==> src/clss_pkg.sv <==
package clss_pkg;

    localparam int KEY_W     = 8;
    localparam int TIMEOUT_W = 20;
    localparam int FLASH_W   = 3;
    localparam int MS_W      = 9;
    localparam int CFG_IDX_W = 3;
    localparam int CFG_DAT_W = 20;

    localparam logic [MS_W-1:0] FAST_ON_MS  = 9'd80;
    localparam logic [MS_W-1:0] FAST_OFF_MS = 9'd60;
    localparam logic [MS_W-1:0] SLOW_ON_MS  = 9'd300;
    localparam logic [MS_W-1:0] SLOW_OFF_MS = 9'd200;

    localparam logic [TIMEOUT_W-1:0] DEFAULT_TIMEOUT_MS = 20'(5 * 60 * 1000);
    localparam logic [KEY_W-1:0]     DEFAULT_LEFT_A     = 8'd20;
    localparam logic [KEY_W-1:0]     DEFAULT_LEFT_B     = 8'd21;
    localparam logic [KEY_W-1:0]     DEFAULT_RIGHT_A    = 8'd30;
    localparam logic [KEY_W-1:0]     DEFAULT_RIGHT_B    = 8'd31;
    localparam logic [FLASH_W-1:0]   DEFAULT_FLASH      = 3'd3;

    localparam logic [CFG_IDX_W-1:0] CFG_LEFT_KEY_A  = 3'd0;
    localparam logic [CFG_IDX_W-1:0] CFG_LEFT_KEY_B  = 3'd1;
    localparam logic [CFG_IDX_W-1:0] CFG_RIGHT_KEY_A = 3'd2;
    localparam logic [CFG_IDX_W-1:0] CFG_RIGHT_KEY_B = 3'd3;
    localparam logic [CFG_IDX_W-1:0] CFG_LINK_TMO    = 3'd4;
    localparam logic [CFG_IDX_W-1:0] CFG_FLASH_CNT   = 3'd5;

    localparam logic [1:0] REASON_NONE  = 2'd0;
    localparam logic [1:0] REASON_CHORD = 2'd1;
    localparam logic [1:0] REASON_LINK  = 2'd2;

    typedef enum logic [1:0] {
        CMD_KEY  = 2'd0,
        CMD_LINK = 2'd1,
        CMD_TICK = 2'd2
    } t_cmd;

    typedef enum logic [1:0] {
        PH_IDLE = 2'd0,
        PH_ON   = 2'd1,
        PH_OFF  = 2'd2,
        PH_DONE = 2'd3
    } t_blink_phase;

    typedef struct packed {
        logic [KEY_W-1:0]     left_key_a;
        logic [KEY_W-1:0]     left_key_b;
        logic [KEY_W-1:0]     right_key_a;
        logic [KEY_W-1:0]     right_key_b;
        logic [TIMEOUT_W-1:0] link_timeout_ms;
        logic [FLASH_W-1:0]   flash_count;
    } t_cfg;

    typedef struct packed {
        logic [1:0] sleep_reason;
        logic       power_off;
        logic       led_on;
    } t_result;

endpackage

==> src/clss_cfg_regs.sv <==
module clss_cfg_regs (
    input  logic                          i_clk,
    input  logic                          i_rst_n,
    input  logic                          i_cfg_valid,
    output logic                          o_cfg_ready,
    input  logic [clss_pkg::CFG_IDX_W-1:0] i_cfg_index,
    input  logic [clss_pkg::CFG_DAT_W-1:0] i_cfg_data,
    output clss_pkg::t_cfg                o_cfg
);

    clss_pkg::t_cfg r_cfg;
    clss_pkg::t_cfg n_cfg;

    assign o_cfg_ready = 1'b1;
    assign o_cfg       = r_cfg;

    always_comb begin
        n_cfg = r_cfg;
        if (i_cfg_valid) begin
            case (i_cfg_index)
                clss_pkg::CFG_LEFT_KEY_A:  n_cfg.left_key_a  = i_cfg_data[7:0];
                clss_pkg::CFG_LEFT_KEY_B:  n_cfg.left_key_b  = i_cfg_data[7:0];
                clss_pkg::CFG_RIGHT_KEY_A: n_cfg.right_key_a = i_cfg_data[7:0];
                clss_pkg::CFG_RIGHT_KEY_B: n_cfg.right_key_b = i_cfg_data[7:0];
                clss_pkg::CFG_LINK_TMO:    n_cfg.link_timeout_ms = i_cfg_data;
                clss_pkg::CFG_FLASH_CNT:   n_cfg.flash_count = i_cfg_data[2:0];
                default: ;
            endcase
        end
    end

    always_ff @(posedge i_clk) begin
        if (!i_rst_n) begin
            r_cfg.left_key_a      <= clss_pkg::DEFAULT_LEFT_A;
            r_cfg.left_key_b      <= clss_pkg::DEFAULT_LEFT_B;
            r_cfg.right_key_a     <= clss_pkg::DEFAULT_RIGHT_A;
            r_cfg.right_key_b     <= clss_pkg::DEFAULT_RIGHT_B;
            r_cfg.link_timeout_ms <= clss_pkg::DEFAULT_TIMEOUT_MS;
            r_cfg.flash_count     <= clss_pkg::DEFAULT_FLASH;
        end else begin
            r_cfg <= n_cfg;
        end
    end

endmodule

==> src/clss_core.sv <==
module clss_core (
    input  logic                          i_clk,
    input  logic                          i_rst_n,
    input  logic                          i_step,
    input  logic [1:0]                    i_cmd,
    input  logic [clss_pkg::KEY_W-1:0]    i_key_position,
    input  logic                          i_key_pressed,
    input  logic                          i_link_up,
    input  clss_pkg::t_cfg                i_cfg,
    output clss_pkg::t_result             o_res
);

    logic [3:0]                       r_key_down,  n_key_down;
    logic [1:0]                       r_armed,     n_armed;
    logic                             r_pending,   n_pending;
    logic [clss_pkg::TIMEOUT_W-1:0]   r_tmo_left,  n_tmo_left;
    logic                             r_sleep,     n_sleep;
    clss_pkg::t_blink_phase           r_phase,     n_phase;
    logic [clss_pkg::FLASH_W-1:0]     r_blinks,    n_blinks;
    logic [clss_pkg::MS_W-1:0]        r_ms_left,   n_ms_left;
    logic                             r_slow,      n_slow;

    logic fire;
    logic expire;
    logic tick;

    // Chord, link and timeout tracking
    always_comb begin
        logic hit;
        logic ka;
        logic kb;
        n_key_down = r_key_down;
        n_armed    = r_armed;
        n_pending  = r_pending;
        n_tmo_left = r_tmo_left;
        fire       = 1'b0;
        expire     = 1'b0;
        tick       = 1'b0;
        hit        = 1'b1;
        ka         = 1'b0;
        kb         = 1'b0;
        case (clss_pkg::t_cmd'(i_cmd))
            clss_pkg::CMD_KEY: begin
                // first matching register wins when positions are shared
                if (i_key_position == i_cfg.left_key_a)       n_key_down[0] = i_key_pressed;
                else if (i_key_position == i_cfg.left_key_b)  n_key_down[1] = i_key_pressed;
                else if (i_key_position == i_cfg.right_key_a) n_key_down[2] = i_key_pressed;
                else if (i_key_position == i_cfg.right_key_b) n_key_down[3] = i_key_pressed;
                else hit = 1'b0;
                if (hit) begin
                    for (int c = 0; c < 2; c++) begin
                        ka = n_key_down[2*c];
                        kb = n_key_down[2*c+1];
                        if (ka && kb) n_armed[c] = 1'b1;
                        if (n_armed[c] && !ka && !kb) begin
                            n_armed[c] = 1'b0;
                            fire       = 1'b1;
                        end
                    end
                end
            end
            clss_pkg::CMD_LINK: begin
                if (i_link_up) begin
                    n_pending  = 1'b0;
                    n_tmo_left = '0;
                end else if (!r_pending) begin
                    n_pending  = 1'b1;
                    n_tmo_left = i_cfg.link_timeout_ms;
                end
            end
            clss_pkg::CMD_TICK: begin
                tick = 1'b1;
                if (r_pending) begin
                    // zero load acts like one: expire on the next tick
                    if (r_tmo_left <= clss_pkg::TIMEOUT_W'(1)) begin
                        n_pending  = 1'b0;
                        n_tmo_left = '0;
                        expire     = 1'b1;
                    end else begin
                        n_tmo_left = r_tmo_left - clss_pkg::TIMEOUT_W'(1);
                    end
                end
            end
            default: ;
        endcase
    end

    // Blink sequencer next state
    always_comb begin
        n_sleep   = r_sleep;
        n_slow    = r_slow;
        n_phase   = r_phase;
        n_blinks  = r_blinks;
        n_ms_left = r_ms_left;
        if ((fire || expire) && !r_sleep) begin
            n_sleep  = 1'b1;
            n_slow   = expire;
            n_blinks = i_cfg.flash_count;
            if (i_cfg.flash_count == '0) begin
                n_phase   = clss_pkg::PH_DONE;
                n_ms_left = '0;
            end else begin
                n_phase   = clss_pkg::PH_ON;
                n_ms_left = expire ? clss_pkg::SLOW_ON_MS : clss_pkg::FAST_ON_MS;
            end
        end else if (tick) begin
            case (r_phase)
                clss_pkg::PH_ON: begin
                    if (r_ms_left > clss_pkg::MS_W'(1)) begin
                        n_ms_left = r_ms_left - clss_pkg::MS_W'(1);
                    end else begin
                        n_phase   = clss_pkg::PH_OFF;
                        n_ms_left = r_slow ? clss_pkg::SLOW_OFF_MS : clss_pkg::FAST_OFF_MS;
                    end
                end
                clss_pkg::PH_OFF: begin
                    if (r_ms_left > clss_pkg::MS_W'(1)) begin
                        n_ms_left = r_ms_left - clss_pkg::MS_W'(1);
                    end else begin
                        n_blinks = r_blinks - clss_pkg::FLASH_W'(1);
                        if (n_blinks == '0) begin
                            n_phase   = clss_pkg::PH_DONE;
                            n_ms_left = '0;
                        end else begin
                            n_phase   = clss_pkg::PH_ON;
                            n_ms_left = r_slow ? clss_pkg::SLOW_ON_MS : clss_pkg::FAST_ON_MS;
                        end
                    end
                end
                default: ;
            endcase
        end
    end

    // Result levels after this item
    always_comb begin
        o_res.led_on    = (n_phase == clss_pkg::PH_ON);
        o_res.power_off = (n_phase == clss_pkg::PH_DONE);
        if (!n_sleep)    o_res.sleep_reason = clss_pkg::REASON_NONE;
        else if (n_slow) o_res.sleep_reason = clss_pkg::REASON_LINK;
        else             o_res.sleep_reason = clss_pkg::REASON_CHORD;
    end

    always_ff @(posedge i_clk) begin
        if (!i_rst_n) begin
            r_key_down <= '0;
            r_armed    <= '0;
            r_pending  <= 1'b0;
            r_tmo_left <= '0;
            r_sleep    <= 1'b0;
            r_phase    <= clss_pkg::PH_IDLE;
            r_blinks   <= '0;
            r_ms_left  <= '0;
            r_slow     <= 1'b0;
        end else if (i_step) begin
            r_key_down <= n_key_down;
            r_armed    <= n_armed;
            r_pending  <= n_pending;
            r_tmo_left <= n_tmo_left;
            r_sleep    <= n_sleep;
            r_phase    <= n_phase;
            r_blinks   <= n_blinks;
            r_ms_left  <= n_ms_left;
            r_slow     <= n_slow;
        end
    end

endmodule

==> src/chord_and_link_timeout_sleep_sequencer_top.sv <==
// Channel   | Dir | Handshake                    | Payload
// s_axis    | in  | s_axis_tvalid/s_axis_tready  | tuser cmd, tdata key/link fields
// m_axis    | out | m_axis_tvalid/m_axis_tready  | tdata led_on, power_off, sleep_reason
// cfg       | in  | i_cfg_valid/o_cfg_ready      | i_cfg_index, i_cfg_data
//
// One item per clock sustained while the result is not stalled.
// An input register feeds the state update logic, which loads the result register.
// Reset is synchronous, active low; all chord, timeout and blink state clears to zero.
// A stalled result holds the pipeline; the input register takes one more item while
// the result waits only if it is empty. The config port is always ready.
module chord_and_link_timeout_sleep_sequencer_top (
    input  logic                           i_clk,
    input  logic                           i_rst_n,
    input  logic                           s_axis_tvalid,
    output logic                           s_axis_tready,
    input  logic [15:0]                    s_axis_tdata,  // [7:0] key_position, [8] key_pressed, [9] link_up
    input  logic [1:0]                     s_axis_tuser,  // [1:0] cmd
    output logic                           m_axis_tvalid,
    input  logic                           m_axis_tready,
    output logic [7:0]                     m_axis_tdata,  // [0] led_on, [1] power_off, [3:2] sleep_reason
    input  logic                           i_cfg_valid,
    output logic                           o_cfg_ready,
    input  logic [clss_pkg::CFG_IDX_W-1:0] i_cfg_index,
    input  logic [clss_pkg::CFG_DAT_W-1:0] i_cfg_data
);

    logic                         r_in_valid;
    logic [1:0]                   r_in_cmd;
    logic [clss_pkg::KEY_W-1:0]   r_in_pos;
    logic                         r_in_pressed;
    logic                         r_in_link_up;
    logic                         r_out_valid;
    clss_pkg::t_result            r_out;

    clss_pkg::t_cfg               cfg;
    clss_pkg::t_result            res;
    logic                         advance;
    logic                         step;

    assign advance       = !r_out_valid || m_axis_tready;
    assign step          = r_in_valid && advance;
    assign s_axis_tready = !r_in_valid || advance;

    assign m_axis_tvalid = r_out_valid;
    assign m_axis_tdata  = {4'b0000, r_out.sleep_reason, r_out.power_off, r_out.led_on};

    clss_cfg_regs u_cfg (
        .i_clk       (i_clk),
        .i_rst_n     (i_rst_n),
        .i_cfg_valid (i_cfg_valid),
        .o_cfg_ready (o_cfg_ready),
        .i_cfg_index (i_cfg_index),
        .i_cfg_data  (i_cfg_data),
        .o_cfg       (cfg)
    );

    clss_core u_core (
        .i_clk          (i_clk),
        .i_rst_n        (i_rst_n),
        .i_step         (step),
        .i_cmd          (r_in_cmd),
        .i_key_position (r_in_pos),
        .i_key_pressed  (r_in_pressed),
        .i_link_up      (r_in_link_up),
        .i_cfg          (cfg),
        .o_res          (res)
    );

    always_ff @(posedge i_clk) begin
        if (!i_rst_n) begin
            r_in_valid <= 1'b0;
        end else if (s_axis_tready) begin
            r_in_valid <= s_axis_tvalid;
        end
    end

    always_ff @(posedge i_clk) begin
        if (s_axis_tvalid && s_axis_tready) begin
            r_in_cmd     <= s_axis_tuser;
            r_in_pos     <= s_axis_tdata[7:0];
            r_in_pressed <= s_axis_tdata[8];
            r_in_link_up <= s_axis_tdata[9];
        end
    end

    always_ff @(posedge i_clk) begin
        if (!i_rst_n) begin
            r_out_valid <= 1'b0;
        end else if (step) begin
            r_out_valid <= 1'b1;
        end else if (m_axis_tready) begin
            r_out_valid <= 1'b0;
        end
    end

    always_ff @(posedge i_clk) begin
        if (step) begin
            r_out <= res;
        end
    end

endmodule

==> config.mk <==
export PLATFORM = sky130hd
export DESIGN_NAME = chord_and_link_timeout_sleep_sequencer_top
export DESIGN_NICKNAME = d
export VERILOG_FILES = /design/src/clss_pkg.sv /design/src/clss_cfg_regs.sv /design/src/clss_core.sv /design/src/chord_and_link_timeout_sleep_sequencer_top.sv
export SDC_FILE = /design/constraint.sdc
export NUM_CORES = 1
export LEC_CHECK = 0
export ABC_AREA = 0
export CAP_MARGIN = 20
export CELL_PAD_IN_SITES_DETAIL_PLACEMENT = 1
export CELL_PAD_IN_SITES_GLOBAL_PLACEMENT = 2
export CORE_MARGIN = 8
export CORE_UTILIZATION = 30
export DETAILED_ROUTE_END_ITERATION = 6
export DONT_BUFFER_PORTS = 1
export PLACE_DENSITY_LB_ADDON = 0.3
export SETUP_SLACK_MARGIN = 0.4
export SLEW_MARGIN = 20
export SYNTH_ARGS = -nofsm -noshare
export SYNTH_HDL_FRONTEND = slang
export SYNTH_SLANG_ARGS = --single-unit
==> constraint.sdc <==
create_clock -name i_clk -period 7.6 [get_ports i_clk]
set_input_delay 2.28 -clock i_clk [delete_from_list [all_inputs] [get_ports i_clk]]
set_output_delay 2.28 -clock i_clk [all_outputs]
set_load 0.01 [all_outputs]
# Word-level counts from Yosys, hierarchy flattened
# Cells that the tools add are included.
# totals
output_inout_bits,11
wordCells,152
regBits,116
# op_classes
n_reduce_logical,40
muxes,65
eq_ne,18
order_cmp,2
add_sub_neg,3
# op_table
op,count
$mux W20,4
$mux W9,8
$pmux W20 S2,1
$mux W1,34
$eq A8 B8 Y1,4
$le A20 B1 Y1 const B,1
$sub A20 B1 Y20 const B,1
$mux W3,6
$pmux W9 S2,1
$mux W2,8
$reduce_and A2 Y1,8
$gt A9 B1 Y1 const B,1
$logic_and A1 B1 Y1,9
$logic_not A3 Y1,3
$sub A9 B1 Y9 const B,1
$mux W8,1
$reduce_and A4 Y1,2
$reduce_bool A2 Y1,4
$logic_not A1 Y1,7
$eq A2 B1 Y1 const B,3
$eq A2 B2 Y1 const B,3
$eq A3 B2 Y1 const B,2
$eq A3 B3 Y1 const B,2
$reduce_and A3 Y1,2
other kinds (9),12

# Logic depth before layout (Yosys ltp)
# Gate-level depths: netlist of the first run.
# logic_depth
depth_word,20
depth_mapped,11

# Modules after synthesis
# Synthesis of the first run repeated with hierarchy kept, for this count alone.
# hier_totals
hier_cells,698
hier_area_um2,6162.2
# by_module_without_submodules
mod,seq_area_each_um2,instances,area_per_inst_um2,cells_per_inst
clss_core,860.8,1,3338.2,452
clss_cfg_regs,1101.1,1,2205.9,216
chord_and_link_timeout_sleep_sequencer_top,520.5,1,618.1,30

# Worst setup path before layout of the first run
# OpenSTA, ideal clock, no wires.
# synth_timing
path_kind,input port to output port
start,input m_axis_tready
end,output s_axis_tready
t_required_ns,5.320
arrival_time_ns,2.577
cell_stages,2
path_buffers,0
path_slack_ns,2.743
path_cell_list,nor2b_1 > nand2_1
# synth_between
elab_chain_cells,2
# synth_lines
element,line,source
from (decl),chord_and_link_timeout_sleep_sequencer_top.sv:19,"input logic m_axis_tready,"
$logic_or A1 B1 Y1,chord_and_link_timeout_sleep_sequencer_top.sv:40,assign advance = !r_out_valid || m_axis_tready;
$logic_or A1 B1 Y1,chord_and_link_timeout_sleep_sequencer_top.sv:42,assign s_axis_tready = !r_in_valid || advance;
to (decl),chord_and_link_timeout_sleep_sequencer_top.sv:15,"output logic s_axis_tready,"
# No other way between the ends.

# Final worst setup path of the first run
# Ends and elaborated chain as after synthesis.

==> results of run 1 <==
area by class of cell:
type                            count  area [sq um]
Fill cell                        2280         12600
Multi-Input combinational cell    540          3100
Sequential cell                   116          2480
Clock buffer                       19           443
Tap cell                          265           332
Clock inverter                     13           173
Inverter                           16          60.1
Timing Repair Buffer                3          22.5
sequential cells by signal, summed over array words and instances, names as in the netlist, 2 cells and up:
| signal | flops |
|---|---|
| u_core.r_blinks | 3 |
| r_in_pos | 8 |
| r_in_cmd | 2 |
| u_core.r_key_down | 4 |
| u_cfg.o_cfg | 55 |
| u_core.r_phase | 2 |
| m_axis_tdata | 4 |
| u_core.r_armed | 2 |
| u_core.r_tmo_left | 20 |
| u_core.r_ms_left | 9 |
report_power, final:
part / internal, mW / switching [mW] / total (mW)
combinational: 0.0486 / 0.0831 / 0.132
sequential: 0.641 / 0.0190 / 0.660
clock: 0.531 / 0.309 / 0.840
routing by layer:
layer / part of all wire, % / wire (um)
met5: 0 / 0
met1: 47 / 7980
met2: 48 / 8200
met3: 4.5 / 762
met4: 0.37 / 63
kinds of logic after synthesis:
kind of cell / after synthesis / synth area share (%)
and+or+nand+nor: 322 / 25.4
AOI/OAI and AO/OA: 146 / 16.5
DFF: 116 / 42.7
buffers and inverters: 54 / 4.11
xor gates and xnor gates: 43 / 6.48
muxes: 13 / 2.26
adders and majority gates: 11 / 2.37
other: 2 / 0.129
final timing paths:
check	startpoint	to	slack (ns)	cells after the start
max	m_axis_tready	s_axis_tready	2.67	2
min	u_cfg.o_cfg[14]	u_cfg.o_cfg[14]	0.46	2
min reg2reg	u_cfg.o_cfg[14]	u_cfg.o_cfg[14]	0.46	2
max reg2reg	r_in_pos[1]	m_axis_tdata[1]	4.28	9
cell usage in the layout, fill, tap and decap left out, drive strengths merged, types with 5 or more instances in the layout:
| cell | instances |
|---|---|
| a211oi | 10 |
| a21oi | 53 |
| a22oi | 16 |
| and2 | 6 |
| clkbuf | 19 |
| conb | 5 |
| dfxtp | 100 |
| edfxtp | 16 |
| ha | 11 |
| inv | 22 |
| mux2i | 12 |
| nand2 | 152 |
| nand2b | 6 |
| nand3 | 39 |
| nand4 | 5 |
| nor2 | 59 |
| nor2b | 6 |
| nor3 | 21 |
| nor4 | 10 |
| o21ai | 25 |
| o31ai | 12 |
| xnor2 | 22 |
| xor2 | 21 |
through the flow:
step / cells / instance area (sq um) / util, %
2_1_floorplan: 710 / 5820 / -
3_3_place_gp: 940 / 6000 / 31.2
3_5_place_dp: 940 / 6000 / 31.2
4_1_cts: 972 / 6620 / 34.4
5_1_grt: 972 / 6620 / 34.4
6_report: 972 / 6620 / 34.4
tightest hold or removal path: stages (launching register included):
cell	delay [ns]
dfxtp_1	0.31
nand2_1	0.05
a21oi_1	0.05
==> impl_results.md, run 1 <==
- Worst Clk Skew: 0.0128 ns
- Postcts setup bufs: 0
- Vias: 4928
- Outcome: completed
- Area Growth Syn to Fin: 13.9%
- Detailed Route Iter0 Violations: 157
- Clock latency on the worst-skew pair: 0.42 ns
- Final setup viols: 0
- FFs w/ async S/R, synth: 0%
- Hold slack: 0.458 ns
- Max VDD drop: 176 uV
- RSZ-0062 raised after global routing: false
- P_leak: 2.44 nW
- Ports: 57
- Setup WS post-layout: 2.67 ns
- Routed WL: 17000 um
- Die height: 155 um
- Tot Pwr: 1.63 mW
- Worst path max stage delay: 0.21 ns
- Vias in the first global route: 5228
- Minimum clock period after layout: 4.93 ns
- Initial Utilization: 30.2%
- Count leader, synth: nand2_1
- Core ar.: 0.0192 sq mm
- Mapped Cells: 707
- Hold Fails Final Rpt: 0
- Die ar.: 0.0241 sq mm
- N_diodes: 0
- H-tree Lvls: 4
- Post-Syn Area: 0.00581 sq mm
- Post-DR vias/cell: 5.07
- Placer Congestion: 0.745
- CTS Sinks: 116
- Top cells by area, synth: dfxtp_1 34%, nand2_1 9.8%, edfxtp_1 8.3%, a21oi_1 4.6%, nor2_1 3.7%
- Total Neg Setup Slack: 0 ns
- Hold Buf Count CTS: 0
- Critical Path Source Type: input port
- Cell taking the most area after synthesis: dfxtp_1
- CTS Buf Count: 17
- Worst Path Required: 5.32 ns
- Crit path kind: in -> out
- CTS Buffer Depth: 2
- Chip Width: 155 um
- Yosys warns: 0
- Avg Inst Size Synth: 8.22 sq um
- Top-area cell type share of the netlist area: 34.5%
- Worst-path fanout max: 4
- Total GRT Usage: 14.7%
- Number of buffers added on ports: 0
- Pre-CTS setup slack: 2.66 ns
- Main synth FF type: dfxtp_1
- Largest net degree at the start of global routing: 68
- M1 GR Usage: 18.1%
- Nets: 751
- Seq/Total Area, Yosys: 42.7%
- Post-cts sizing count: 0
- Final HPWL DP: 11700 um
- CTS tree: yes
- Number of flops mapped to enable cells by yosys: 16
- Distinct cells, synth: 60
- Initial antenna violation count: 0
- Met3 usage: 3.66%
- DRT Pass-1 Iters: 4
- Worst hold path class: reg -> reg
- Slew Limit Fails: 0
- Maxcap violations: 0
- Worst-margin pin slew: 1.02 ns
- Met2 Use GR: 24.7%
- Root Buffer: clkbuf_16
- Slowest CP cell: nor2b_1
- Worst-path clk slew: 0.06 ns
- Critical path's top delay family: simple AND/OR/NAND/NOR gates
- First-pass GRT wire length: 27600 um
- Total grt overflow: 0
- Register bit total from synthesis: 116
- # DRC: 0
- GRT busiest layer: met2
- Pwr Density: 247 mW/mm^2
- Layout cells sized above 1: 7.21%
- Relative slew slack: 31.6%
- F_max: 0.203 GHz
- DRT antenna net count: 0
- Fin crit share: 64.9%
- WP buf/inv: 0
- Avg WL per Cell: 17.5 um
- # rows: 51
- Critical path endpoint category: output pin
- CP Cell Sequence: nor2b_1 -> nand2_1
- WP data arrival: 2.65 ns
- Most frequent cells after synthesis: 152 x nand2_1, 100 x dfxtp_1, 58 x nor2_1, 53 x a21oi_1, 38 x nand3_1
Power figures use the tool's default switching activity.
==> run 2: changes to the inputs <==
--- a/config.mk
+++ b/config.mk
@@ -5,7 +5,7 @@
 export SDC_FILE = /design/constraint.sdc
 export NUM_CORES = 1
 export LEC_CHECK = 0
-export ABC_AREA = 0
+export ABC_AREA = 1
 export CAP_MARGIN = 20
 export CELL_PAD_IN_SITES_DETAIL_PLACEMENT = 1
 export CELL_PAD_IN_SITES_GLOBAL_PLACEMENT = 2
==> constraint.sdc (replaced) <==
create_clock -name i_clk -period 4 [get_ports i_clk]
set_input_delay 1.2 -clock i_clk [delete_from_list [all_inputs] [get_ports i_clk]]
set_output_delay 1.2 -clock i_clk [all_outputs]
set_load 0.01 [all_outputs]
==> impl_results.md, run 2 <==
- Worst-path clk slew: 0.06 ns
- Worst Path Required: 4.17 ns
- Final setup viols: 0
- Mapped Cells: 920
- Routed WL: 17300 um
- Slowest CP cell: edfxtp_1
- Final core occ: 34.5%
- Post-cts sizing count: 0
- FFs w/ async S/R, synth: 0%
- Slew Limit Fails: 0
- Max FFs per register: 55
- Total GRT Usage: 14.0%
- Comb power frac: 11.2%
- Vias: 5482
- Placer Congestion: 0.758
- Pre-CTS setup slack: 1.23 ns
- First-pass GRT wire length: 28800 um
- H-tree Lvls: 4
- Number of flops mapped to enable cells by yosys: 16
- Worst-margin pin slew: 0.891 ns
- Relative slew slack: 40.6%
- Outcome: completed
- Maxcap violations: 0
- Minimum clock period after layout: 2.75 ns
- Core ar.: 0.0202 sq mm
- Top-area cell type share of the netlist area: 32.4%
- CTS Buf Count: 17
- Final HPWL DP: 12300 um
- Setup WS post-layout: 1.25 ns
- Post-Syn Area: 0.00618 sq mm
- Register bit total from synthesis: 116
- WP buf/inv: 1
- Largest family of logic cells by synthesized area: simple AND/OR/NAND/NOR gates
- P_leak: 3.24 nW
- CTS Buffer Depth: 2
- Initial Utilization: 30.5%
- DRT Pass-1 Iters: 4
- Int Pwr: 2.28 mW
- Die ar.: 0.0255 sq mm
- Commonest non-fill, non-tap cell in the layout: nand2_1
- Total Neg Setup Slack: 0 ns
- Synth Area in XOR/XNOR: 2.55%
- Most frequent cell on the critical path: nand2_1
- FILL cells: 2561
- Critical path's top delay family: simple AND/OR/NAND/NOR gates
- CTS Sinks: 116
- N_diodes: 0
- Vias in the first global route: 5607
- Clock latency on the worst-skew pair: 0.41 ns
- Largest net degree at the start of global routing: 89
- Avg Inst Size Synth: 6.72 sq um
- Cell taking the most area after synthesis: dfxtp_1
- DRT antenna net count: 0
- Worst-path fanout max: 20
- Most frequent cells after synthesis: 274 x nand2_1, 120 x inv_1, 105 x nor2_1, 100 x dfxtp_1, 72 x o21ai_0
- Critical path endpoint category: register
- Pwr Density: 443 mW/mm^2
- Ports: 57
- Compound-Gate Fraction of Synth Area: 15.0%
- Worst path max stage delay: 0.44 ns
- # DRC: 0
- Reg2Reg Setup Slack: 1.25 ns
- Critical Path Source Type: register
- Hold Fails Final Rpt: 0
- Simple-gate portion of the synthesized area: 29.4%
- Postcts setup bufs: 0
- CTS tree: yes
- Max VDD drop: 287 uV
- Crit path kind: reg -> reg
- Post-DR vias/cell: 4.57
- Detailed Route Iter0 Violations: 221
- Die height: 160 um
- WP data arrival: 2.92 ns
- Sequential power share: 40.7%
- Root Buffer: clkbuf_16
- Clock share of power: 48.1%
- Register area: 0.00248 sq mm
- Worst hold path class: reg -> reg
- Yosys warns: 0
- Area Growth Syn to Fin: 13.0%
- RSZ-0062 raised after global routing: false
- Psw: 0.810 mW
- Seq/Total Area, Yosys: 40.2%
- Nets: 973
- Avg WL per Cell: 14.5 um
- Layout cells sized above 1: 6.46%
- Sw Share: 26.2%
- Fin crit share: 68.8%
- Total grt overflow: 0
- Number of buffers added on ports: 0
- Chip Width: 160 um
- Worst Clk Skew: 0.00718 ns
- # rows: 52
- Mux contribution to synthesized area: 0%
- Main synth FF type: dfxtp_1
- Distinct cells, synth: 39
- Footprint of the multi-input gates: 0.00306 sq mm
- Initial antenna violation count: 0
- Highest-count cells in the layout ignoring fill and taps: 274 x nand2_1, 120 x inv_1, 104 x nor2_1, 100 x dfxtp_1, 72 x o21ai_0
- Adder-Cell Fraction of Synth Area: 2.23%
- Hold Buf Count CTS: 0
- Top cells by area, synth: dfxtp_1 32%, nand2_1 17%, edfxtp_1 7.8%, inv_1 7.3%, nor2_1 6.4%
- Count leader, synth: nand2_1
- F_max: 0.363 GHz
- CP Cell Sequence: inv_2 -> nand2_1 -> nand2_1 -> nor2_1 -> nand2_1 -> nor2_4 -> nor2_2 -> or2_0 -> nand2_2 -> nand2_1 -> nand2_1 -> nand2_2 -> nand2_1 -> nand2_2 -> nand2_1 -> o21ai_2 -> and2_1
-- run 2: changes by cell type after synthesis, moves of 9 or more --
cell      change
o211ai_1     +14
o21ai_0      +49
a22oi_1      -16
nor3_1       -10
nand2_1     +122
a21oi_1       -9
mux2i_1      -12
xnor2_1      -14
o31ai_1      -12
xor2_1       -11
inv_1       +104
a211oi_1      -9
nor2_1       +47
a31oi_1      +16
-- run 2: final cells by class --
type / instances / area share, %
Clock buffer: 24 / 7.20
Multi-Input combinational cell: 646 / 43.8
Tap cell: 270 / 4.84
Clock inverter: 8 / 1.04
Sequential cell: 116 / 35.5
Inverter: 129 / 6.93
Timing Repair Buffer: 6 / 0.645
-- run 2: kinds of logic after synthesis --
| logic type | Yosys count |
|---|---|
| xor gates and xnor gates | 18 |
| adders and majority gates | 11 |
| other | 2 |
| AOI/OAI and AO/OA | 164 |
| DFF | 116 |
| and+or+nand+nor | 448 |
| buffers and inverters | 161 |
-- run 2: routing by layer --
metal	part of all wire, %	global-route usage, %	vias up	wire length, um
met5	0	0	-	0
met4	0.96	3.47	0	167
met3	3.3	3.59	17	565
met2	45	22.5	54	7870
met1	50	18.3	2496	8730
li1	-	-	2915	-
-- run 2: stage by stage --
stage                     hold WS, ns  total power, mW  area [sq um]  instances
after floorplan                 0.429             1.56          6190        923
after global placement          0.442             1.63          6410       1167
after detailed placement        0.446             1.64          6410       1167
after CTS                       0.462             3.15          6990       1199
after global routing            0.489             3.26          6990       1199
final                           0.457             3.09          6990       1199
-- run 2: path summary, 6_finish.rpt --
path	startpoint	end	depth (start not counted)
setup / recovery	r_in_pos[7]	m_axis_tdata[1]	17
hold / removal	u_cfg.o_cfg[12]	u_cfg.o_cfg[12]	2
setup reg to reg	r_in_pos[7]	m_axis_tdata[1]	17
hold reg to reg	u_cfg.o_cfg[12]	u_cfg.o_cfg[12]	2
-- run 2: worst register-to-register path, delay by kind of cell (launching register included) --
kind,cells,cell delay [ns]
AND/OR/NAND/NOR,15,1.90
buffers and inverters,1,0.09
flip-flops,1,0.44
AO/OA/AOI/OAI,1,0.09
-- run 2: power groups by stage --
stage                     logic (mW)  clock network [mW]  registers (mW)
after floorplan                0.285                   0            1.28
after global routing           0.405                1.59            1.27
after CTS                      0.353                1.54            1.26
final                          0.345                1.49            1.26
after global placement         0.347                   0            1.28
after detailed placement       0.350                   0            1.29
